`src/rtl/kth_smallest_select_unit_macros.svh`:
```
// assertion macros for the rank selection block
`ifndef KTH_SMALLEST_SELECT_UNIT_MACROS_SVH
`define KTH_SMALLEST_SELECT_UNIT_MACROS_SVH

`ifndef SYNTHESIS
// condition holds in the same cycle as the trigger
`define KSS_ASSERT_HOLD(label, clk, rst, trig, cond) \
  label: assert property (@(posedge clk) disable iff (rst) (trig) |-> (cond)) \
    else $error("assertion failed");
// condition holds in the cycle after the trigger
`define KSS_ASSERT_NEXT(label, clk, rst, trig, cond) \
  label: assert property (@(posedge clk) disable iff (rst) (trig) |=> (cond)) \
    else $error("assertion failed");
`else
`define KSS_ASSERT_HOLD(label, clk, rst, trig, cond)
`define KSS_ASSERT_NEXT(label, clk, rst, trig, cond)
`endif

`endif

```
`src/rtl/kss_pkg.sv`:
```
`default_nettype none
package kss_pkg;

  localparam int MAX_ITEMS_DEF = 64;
  localparam int VALUE_W       = 32;
  localparam int RANK_W        = 7;
  localparam int STATUS_W      = 2;

  // result status codes
  localparam logic [STATUS_W-1:0] STATUS_OK       = 2'd0;
  localparam logic [STATUS_W-1:0] STATUS_RANGE    = 2'd1;
  localparam logic [STATUS_W-1:0] STATUS_OVERFLOW = 2'd2;

  // control broadcast to every cell
  typedef struct packed {
    logic ins;
    logic shift;
  } kss_ctl_t;

  typedef enum logic [2:0] {
    ST_COLLECT = 3'b001,
    ST_SCAN    = 3'b010,
    ST_OUT     = 3'b100
  } kss_state_t;

endpackage
`default_nettype wire

```
`src/rtl/kss_cell.sv`:
```
`default_nettype none
module kss_cell
  import kss_pkg::*;
#(
  parameter int IDX   = 0,
  parameter int CNT_W = 7
) (
  input  wire logic                      clk,
  input  wire kss_ctl_t                  ctl,
  input  wire logic [CNT_W-1:0]          count,
  input  wire logic signed [VALUE_W-1:0] new_value,
  input  wire logic signed [VALUE_W-1:0] prev_val,
  input  wire logic                      prev_lt,
  input  wire logic signed [VALUE_W-1:0] next_val,
  output logic signed [VALUE_W-1:0]      val,
  output logic                           lt
);

  localparam logic [CNT_W-1:0] IDX_C = CNT_W'(IDX);

  logic                      take;
  logic signed [VALUE_W-1:0] val_next;

  // new value sorts before the held one
  assign lt = new_value < val;

  // occupied cells that the new value displaces, plus the first free cell
  assign take = ctl.ins && (IDX_C <= count) && ((IDX_C == count) || lt);

  always_comb begin
    if (ctl.shift) begin
      val_next = next_val;
    end else if (take) begin
      val_next = prev_lt ? prev_val : new_value;
    end else begin
      val_next = val;
    end
  end

  always_ff @(posedge clk) begin
    val <= val_next;
  end

endmodule
`default_nettype wire

```
`config.mk`:
```
export PLATFORM = sky130hd
export DESIGN_NAME = kss_cell
export DESIGN_NICKNAME = d
export VERILOG_FILES = /design/src/rtl/kth_smallest_select_unit_macros.svh /design/src/rtl/kss_pkg.sv /design/src/rtl/kss_cell.sv
export SDC_FILE = /design/constraint.sdc
export NUM_CORES = 1
export LEC_CHECK = 0
export ABC_AREA = 1
export BUFFER_PORTS_ARGS = -buffer_cell sky130_fd_sc_hd__buf_2
export CORE_ASPECT_RATIO = 1.1
export CORE_MARGIN = 8
export CORE_UTILIZATION = 35
export DETAILED_ROUTE_END_ITERATION = 16
export GPL_TIMING_DRIVEN = 0
export HOLD_SLACK_MARGIN = 0.1
export PLACE_DENSITY = 0.77
export SLEW_MARGIN = 0
export SYNTH_ARGS = -nofsm -noshare
export SYNTH_HDL_FRONTEND = slang
export SYNTH_SLANG_ARGS = --single-unit
export TNS_END_PERCENT = 10
```
`constraint.sdc`:
```
create_clock -name clk -period 2.4 [get_ports clk]
set_input_delay 0.12 -clock clk [delete_from_list [all_inputs] [get_ports clk]]
set_output_delay 0.12 -clock clk [all_outputs]
set_load 0.03 [all_outputs]
```
==> flow_summary.ini, run 1 <==
[finish]
drive_above_1_share_pct = 33.9
antenna_cells = 0
final_nets = 604
largest_reg_flops = 32
area_delta_synth_final_pct = 37.0
instances_no_fill = 551
multi_input_area_sq_mm = 0.00133
seq_area_sq_um = 961
fill_cells = 716
utilization_pct = 48.7
reg_top3 = val (32)
largest_register = val

[power_and_ir_drop]
power_density_mw_per_mm2 = 534
leakage_nw = 1.79
power.total_w = 0.00180
ir_worst_vdd_mv = 0.229

[job]
cap_violations = 0

[synthesis]
ys_seq_area_share_pct = 39.0
synth_top_area_cell = edfxtp_1
netlist_area_sq_mm = 0.00246
synth-xor-area-share_pct = 0
netlist_top_cells_area = edfxtp_1 (39%), ha_1 (16%), a21oi_1 (15%)
syn-num-nets = 458
avgSynthCellArea_sq_um = 7.70
synth-seq-cells = 32
yosys.area_share.simple_pct = 19.6
syn_inst = 320
synth_compound_area_share_pct = 17.0
synth_top_area_share_pct = 39.0
synth_cell_types = 20
synthMuxAreaShare_pct = 0
synthAdderAreaFrac_pct = 15.7
yosysWarnings = 0
synth_top_family_by_area = simple AND/OR/NAND/NOR gates

[worst_setup_path]
critPathLaunchType = flip-flop
cpLargestDelayFamily = simple AND/OR/NAND/NOR gates
cpMaxStageDelayCell = edfxtp_1
required_ps = 2370
cp_max_fo = 16
r2r_start = val[19]
slowest_delay_ps = 390
path_buf_inv = 1
cp-end-kind = flip-flop
crit_arrival_ps = 2120
worstSetupPathType = flip-flop to flip-flop
critPathLaunch = val[19]
cpMostUsedCell = nand3_1
path_cells = inv_1 > ha_1 > a21oi_1 > o21ai_1 > nand2_1 > nand3_1 > a21oi_2 > nand3_1 > nand3_1 > nand2_2 > nand2_8

[floorplanning]
chipWidth_um = 96.0
coreArea_sq_mm = 0.00693
die_h_um = 104
ios = 140
initial_core_util_pct = 35.6
dieArea_sq_mm = 0.00999
rows = 32

[outcome]
outcome = finished, final reports clean

[sta]
worst_pin_slew_ps = 927
finalCritPeriodShare_pct = 89.4
layout_setup_ws_ps = 254
grt_setup_unrepaired = no
setup_viol = 0
slew_violations = 0
fin_skew_ps = 6.22
finalHoldViolCount = 0
max_freq_mhz = 466
finalCriticalPeriod_ps = 2150
relSlewSlack_pct = 38.2

[routing]
drc_errors = 0
routed_via_density = 4.86
vias = 2676
wl_mm = 8.14
dr.pass1.iters = 4
ant_nets = 0
drt_iter0_drc = 99
routedWlPerCell_um = 14.8

[global_routing]
grt_max_degree = 33
grt_pass1_vias = 2851
antenna_found_initial = 0
grt-ovfl-total = 0
grt_pass1_wl_mm = 12.7
grt_use_total_pct = 15.7

[cts]
htreeDepth = 2
ctsRootBufferMaster = clkbuf_8
clock_latency_ps = 280
clock_path_buffers = 2
cts.sinks = 32
cts_tree = yes
cts_buffers = 5
cts.reportedPaths.clkPinSlew_ps = 70

[min_path]
min_from = next_val[9]
hold_class = primary input to flip-flop

[placed_design]
post-dp-hpwl_mm = 6.51
dp_cells = 542
portBuffers = 137
gp_congestion = 0.844
place_ws_ps = -139
==> logic make-up after synthesis <==
| kind of cell | Yosys count |
|---|---|
| simple gates | 119 |
| buf+inv | 56 |
| flops | 32 |
| fa+ha+maj | 31 |
| compound gates | 82 |
==> path summary, 6_finish.rpt <==
path,end,slack [ps],cells past startpoint
worst min-delay path,val[9],160,3
worst max register to register,val[11],250,11
worst max-delay path,val[11],250,11
worst min register to register,val[0],1320,6
==> synth_stat cells <==
master / count
a21oi_1: 76
nand2_1: 66
inv_1: 42
nor2_1: 40
edfxtp_1: 32
ha_1: 31
clkbuf_1: 6
buf_1: 5
nand3_1: 4
buf_2: 3
a21oi_2: 2
nor2_2: 2
nor3_2: 2
o21ai_0: 2
o21ai_1: 2
nand2_2: 1
nand3_2: 1
nand4_1: 1
nor3_1: 1
nor4_1: 1
==> worst min-delay path: cells and delay by family <==
kind | cells | cell delay [ps]
simple gates | 1 | 30
compound gates | 1 | 100
buf+inv | 1 | 70
==> routing by layer <==
metal	GRT usage [%]	routed length, um
met5	0	0
met2	27.7	4180
met1	16.8	3070
met4	4.29	109
met3	5.63	782
==> where the power goes <==
group | internal (W) | total [W] | leakage [nW] | switching [W]
Combinational | 0.000241 | 0.000677 | 1.43 | 0.000436
Sequential | 0.000701 | 0.000730 | 0.315 | 0.0000296
Clock | 0.000197 | 0.000394 | 0.0410 | 0.000197
==> layout by cell type, fill, tap and decap left out, drive strengths merged, types with 4 or more instances in the layout <==
cell / instances
ha: 31
buf: 145
edfxtp: 32
nand2: 69
nor2: 42
a21oi: 78
nand3: 5
clkbuf: 12
inv: 42
o21ai: 4
==> final cells by class <==
| cell class | instances | area share, % |
|---|---|---|
| flip-flops and latches | 32 | 28.5 |
| inverters | 42 | 4.67 |
| repair buffers | 137 | 20.3 |
| clock buffers | 6 | 2.15 |
| well taps | 85 | 3.15 |
| plain buffers | 14 | 1.67 |
| multi-input cells | 234 | 39.4 |
| clock inverters | 1 | 0.148 |
==> stage by stage <==
| stage | hold slack, ps | TNS [ps] | instance area (sq um) |
|---|---|---|---|
| 2_1_floorplan | 350 | 0 | 2470 |
| 3_3_place_gp | 434 | -2670 | 3260 |
| 3_5_place_dp | 447 | -4400 | 3260 |
| 4_1_cts | 152 | 0 | 3340 |
| 5_1_grt | 161 | 0 | 3380 |
| 6_report | 158 | 0 | 3380 |
==> repair_timing <==
item,4_1_cts,5_1_grt
endpoints found under the setup margin,32,32
gates cloned,0,2
buffers inserted,0,0
hold buffers,0,0
pin swaps,0,0
gates resized for setup,1,3
No activity file was read; power rests on OpenSTA's default activity.
==> run 2, diff against run 1 <==
Settings changed: CORE_UTILIZATION 35 to 41, CTS_BUF_LIST set to sky130_fd_sc_hd__clkbuf_4, PLACE_DENSITY 0.77 to 0.86.
==> flow_summary.ini, run 2 (synthesis gave the netlist of run 1 again) <==
[outcome]
outcome = finished, final reports clean

[finish]
area_delta_synth_final_pct = 40.3
fill_cells = 537
reg_top3 = val (32)
antenna_cells = 0
final_nets = 614
drive_above_1_share_pct = 33.1
largest_register = val
layout_commonest_cell = buf_2
final_cell_mix = buf_2 (140), a21oi_1 (76), nand2_1 (64)
final_cell_area_sq_mm = 0.00346
largest_reg_flops = 32

[floorplanning]
die_h_um = 97.3
rows = 29
initial_core_util_pct = 42.5
chipWidth_um = 89.9
dieArea_sq_mm = 0.00875
coreArea_sq_mm = 0.00581
ios = 140

[routing]
routedWlPerCell_um = 15.7
drt_iter0_drc = 112
drc_errors = 0
routed_via_density = 5.00
wl_mm = 8.72
ant_nets = 0
dr.pass1.iters = 4
vias = 2769

[worst_setup_path]
required_ps = 2280
critPathLaunchType = flip-flop
cpLargestDelayFamily = simple AND/OR/NAND/NOR gates
path_cells = inv_1 > ha_1 > a21oi_1 > nand2_1 > nand2_1 > nand2_1 > nand2_1 > nand2_1 > nand2_1 > nand3_1 > nand2_1 > buf_2
cpMostUsedCell = nand2_1
critical_path_depth = 12
r2r_setup_slack_ps = 250
crit_arrival_ps = 2030
path_buf_inv = 2
cp_max_fo = 2
cpMaxStageDelayCell = edfxtp_1
worstSetupPathType = flip-flop to output pin
cp-end-kind = output pin
slowest_delay_ps = 430
rr_worst_depth = 14

[cts]
cts.reportedPaths.clkPinSlew_ps = 110
clock_latency_ps = 330
cts_buffers = 5
htreeDepth = 2
clock_path_buffers = 2
cts_tree = yes
cts.sinks = 32
ctsRootBufferMaster = clkbuf_4

[power_and_ir_drop]
power.total_w = 0.00176
ir_worst_vdd_mv = 0.286
p_clk_share_pct = 18.8
power_frac_comb_pct = 39.8
netSwitchingFraction_pct = 38.2
power.switching_w = 0.000673
leakage_nw = 1.83
p_seq_share_pct = 41.4
p_int_w = 0.00109
power_density_mw_per_mm2 = 510

[job]
cap_violations = 0

[sta]
relSlewSlack_pct = 36.7
worst_pin_slew_ps = 949
setup_viol = 0
fin_skew_ps = 7.60
tns_ps = 0
finalCritPeriodShare_pct = 89.8
max_freq_mhz = 464
finalHoldViolCount = 0
finalCriticalPeriod_ps = 2150
slew_violations = 0
grt_setup_unrepaired = no

[global_routing]
antenna_found_initial = 0
grt_pass1_vias = 3126
grt_max_degree = 33
grt-ovfl-total = 0
grt_use_total_pct = 19.7
grt_pass1_wl_mm = 14.5

[placed_design]
portBuffers = 137
post-dp-hpwl_mm = 6.68
gp_congestion = 0.832
post_dp_cell_area_sq_mm = 0.00325

[min_path]
holdPathStages = 3
hold_class = primary input to flip-flop
run 2: what timing repair did:
item	CTS	global route
endpoints found under the setup margin	32	32
gates cloned	0	1
pin swaps	0	0
setup buffers	0	0
hold buffers	11	0
endpoints found under the hold margin	11	0
resized for setup	1	4
run 2: final cells by class:
cell class                 count  area [sq um]  area share [%]
multi-input combinational    233          1330            38.6
sequential                    32           961            27.8
timing repair buffer         148           796            23.0
inverter                      42           158            4.56
tap                           77          96.3            2.79
buffer                        14          56.3            1.63
clock buffer                   7          52.6            1.52
clock inverter                 1          3.75           0.109
run 2: per-layer routing:
layer	GRT usage, %	wire length (um)	share of wire [%]	vias to the layer above
met4	6.79	191	2.2	0
met2	34.7	4260	49	116
met5	0	0	0	-
met3	6.26	701	8.0	16
met1	21.8	3570	41	1258
li1	-	-	-	1379
run 2: metrics by stage:
step	setup WS [ps]	instances	util, %	hold WS, ps
2_1_floorplan	47.4	320	-	350
3_3_place_gp	-66.2	534	56.0	434
3_5_place_dp	-125	534	56.0	448
4_1_cts	80.9	553	58.9	103
5_1_grt	41.2	554	59.5	106
6_report	245	554	59.5	115
run 2: final timing paths:
path                startpoint       to
setup / recovery        val[3]       lt
setup reg to reg        val[3]  val[29]
hold reg to reg        val[31]  val[11]
hold / removal    next_val[22]  val[22]
run 2: power by group through the flow:
stage,Clock (W),Combinational [W],Sequential [W]
after floorplan,0,0.000292,0.000869
after global placement,0,0.000640,0.000739
after detailed placement,0,0.000665,0.000744
after CTS,0.000342,0.000685,0.000731
after global routing,0.000363,0.000781,0.000739
final,0.000331,0.000700,0.000730
run 2: tightest hold or removal path, cell delays in order:
cell     delay [ps]
buf_2            80
nor2_1           40
a21oi_1         100
==> run 3, diff against run 2 <==
==> constraint.sdc (replaced) <==
create_clock -name clk -period 2.4 [get_ports clk]
set_input_delay 0.24 -clock clk [delete_from_list [all_inputs] [get_ports clk]]
set_output_delay 0.24 -clock clk [all_outputs]
set_load 0.03 [all_outputs]
==> flow_summary.ini, run 3 (synthesis gave the netlist of run 1 again) <==
[cts]
ctsRootBufferMaster = clkbuf_4
cts.reportedPaths.clkPinSlew_ps = 110
cts_tree = yes
postCtsSetupBuffers = 0
clock_latency_ps = 330
clock_path_buffers = 2
cts_hold_buffers = 0
htreeDepth = 2
cts_buffers = 5
cts.sinks = 32

[placed_design]
place_ws_ps = -125
post-dp-hpwl_mm = 6.68
gp_congestion = 0.832
portBuffers = 137

[finish]
antenna_cells = 0
reg_top3 = val (32)
utilization_pct = 57.8
drive_above_1_share_pct = 34.5
area_delta_synth_final_pct = 36.2
largest_reg_flops = 32
final_cell_mix = buf_2 (139), a21oi_1 (75), nand2_1 (62)
largest_register = val
final_nets = 603
layout_commonest_cell = buf_2

[worst_setup_path]
path_cells = inv_1 > ha_1 > a21oi_1 > nor2_1 > nor2_1 > nand3_1 > a21oi_2 > nand2_1 > nand2_1 > nand2_1 > buf_6
crit_arrival_ps = 1990
worstSetupPathType = flip-flop to output pin
cp_max_fo = 2
r2r_setup_slack_ps = 240
rr_worst_depth = 12
critPathLaunchType = flip-flop
slowest_delay_ps = 410
cpMaxStageDelayCell = edfxtp_1
cpMostUsedCell = nand2_1
cp-end-kind = output pin
required_ps = 2160
rr_endpoint = val[13]
r2r_start = val[21]

[routing]
ant_nets = 0
wl_mm = 8.47
drc_errors = 0
routed_via_density = 5.00
vias = 2715
routedWlPerCell_um = 15.6
drt_iter0_drc = 117
dr.pass1.iters = 4

[sta]
finalCritPeriodShare_pct = 92.9
holdWs_ps = 224
max_freq_mhz = 449
fin_skew_ps = 8.34
tns_ps = 0
relSlewSlack_pct = 37.5
layout_setup_ws_ps = 171
worst_pin_slew_ps = 938
grt_setup_unrepaired = yes
slew_violations = 0
finalCriticalPeriod_ps = 2230
finalHoldViolCount = 0
setup_viol = 0

[floorplanning]
coreArea_sq_mm = 0.00581
ios = 140
dieArea_sq_mm = 0.00875
chipWidth_um = 89.9
die_h_um = 97.3
rows = 29
initial_core_util_pct = 42.5

[min_path]
hold_class = primary input to flip-flop
holdPathStages = 3
hold_end = val[10]
min_from = next_val[10]

[global_routing]
grt_max_degree = 33
grt_use_total_pct = 19.2
grt_pass1_wl_mm = 14.1
grt-ovfl-total = 0
antenna_found_initial = 0
grt_pass1_vias = 3025

[power_and_ir_drop]
ir_worst_vdd_mv = 0.304
leakage_nw = 1.78
power.total_w = 0.00175
power_density_mw_per_mm2 = 522

[job]
cap_violations = 0

[outcome]
outcome = finished, final reports clean
-- run 3: how the worst max path moves through the flow --
stage	endpoint	cells after the start	start	slack, ps
6_report	lt	11	val[21]	170
5_1_grt	lt	15	val[1]	-2
3_5_place_dp	val[5]	11	val[19]	-120
3_3_place_gp	val[9]	13	val[5]	-70
2_1_floorplan	val[0]	11	val[21]	50
4_1_cts	val[3]	11	val[19]	80
-- run 3: worst max-delay path, delay by kind of cell (launching register included) --
kind	cells	cell delay [ps]
AOI/OAI and AO/OA	2	310
DFF	1	410
adders and majority gates	1	240
and+or+nand+nor	6	470
buffers and inverters	2	220
-- run 3: per-stage QoR --
step / cell area (sq um) / instances
floorplan: 2470 / 320
global placement: 3250 / 534
detailed placement: 3250 / 534
CTS: 3310 / 542
global route: 3360 / 543
finish: 3360 / 543
-- run 3: what timing repair did --
action / 4_1_cts / 5_1_grt
setup endpoints to repair: 32 / 33
gates resized for setup: 1 / 9
hold endpoints to repair: 0 / 0
cloned: 0 / 1
pin swaps: 0 / 3
-- run 3: area by class of cell --
class	count	area (sq um)
buffer	14	56.3
clock buffer	7	52.6
clock inverter	1	3.75
fill	550	2450
inverter	42	158
multi-input combinational	233	1340
sequential	32	961
tap	77	96.3
timing repair buffer	137	692
-- run 3: metal layers --
layer  GRT usage [%]  up-vias  part of all wire (%)
met1            21.3     1233                    41
met3            6.41       14                   7.7
met5               0        -                     0
met2            33.8      109                    49
li1                -     1359                     -
met4            5.77        0                   1.9
-- run 3: report_power, final --
group | leakage (nW) | internal [W] | switching [W]
Clock | 0.0338 | 0.000135 | 0.000194
Combinational | 1.43 | 0.000248 | 0.000444
Sequential | 0.315 | 0.000700 | 0.0000301
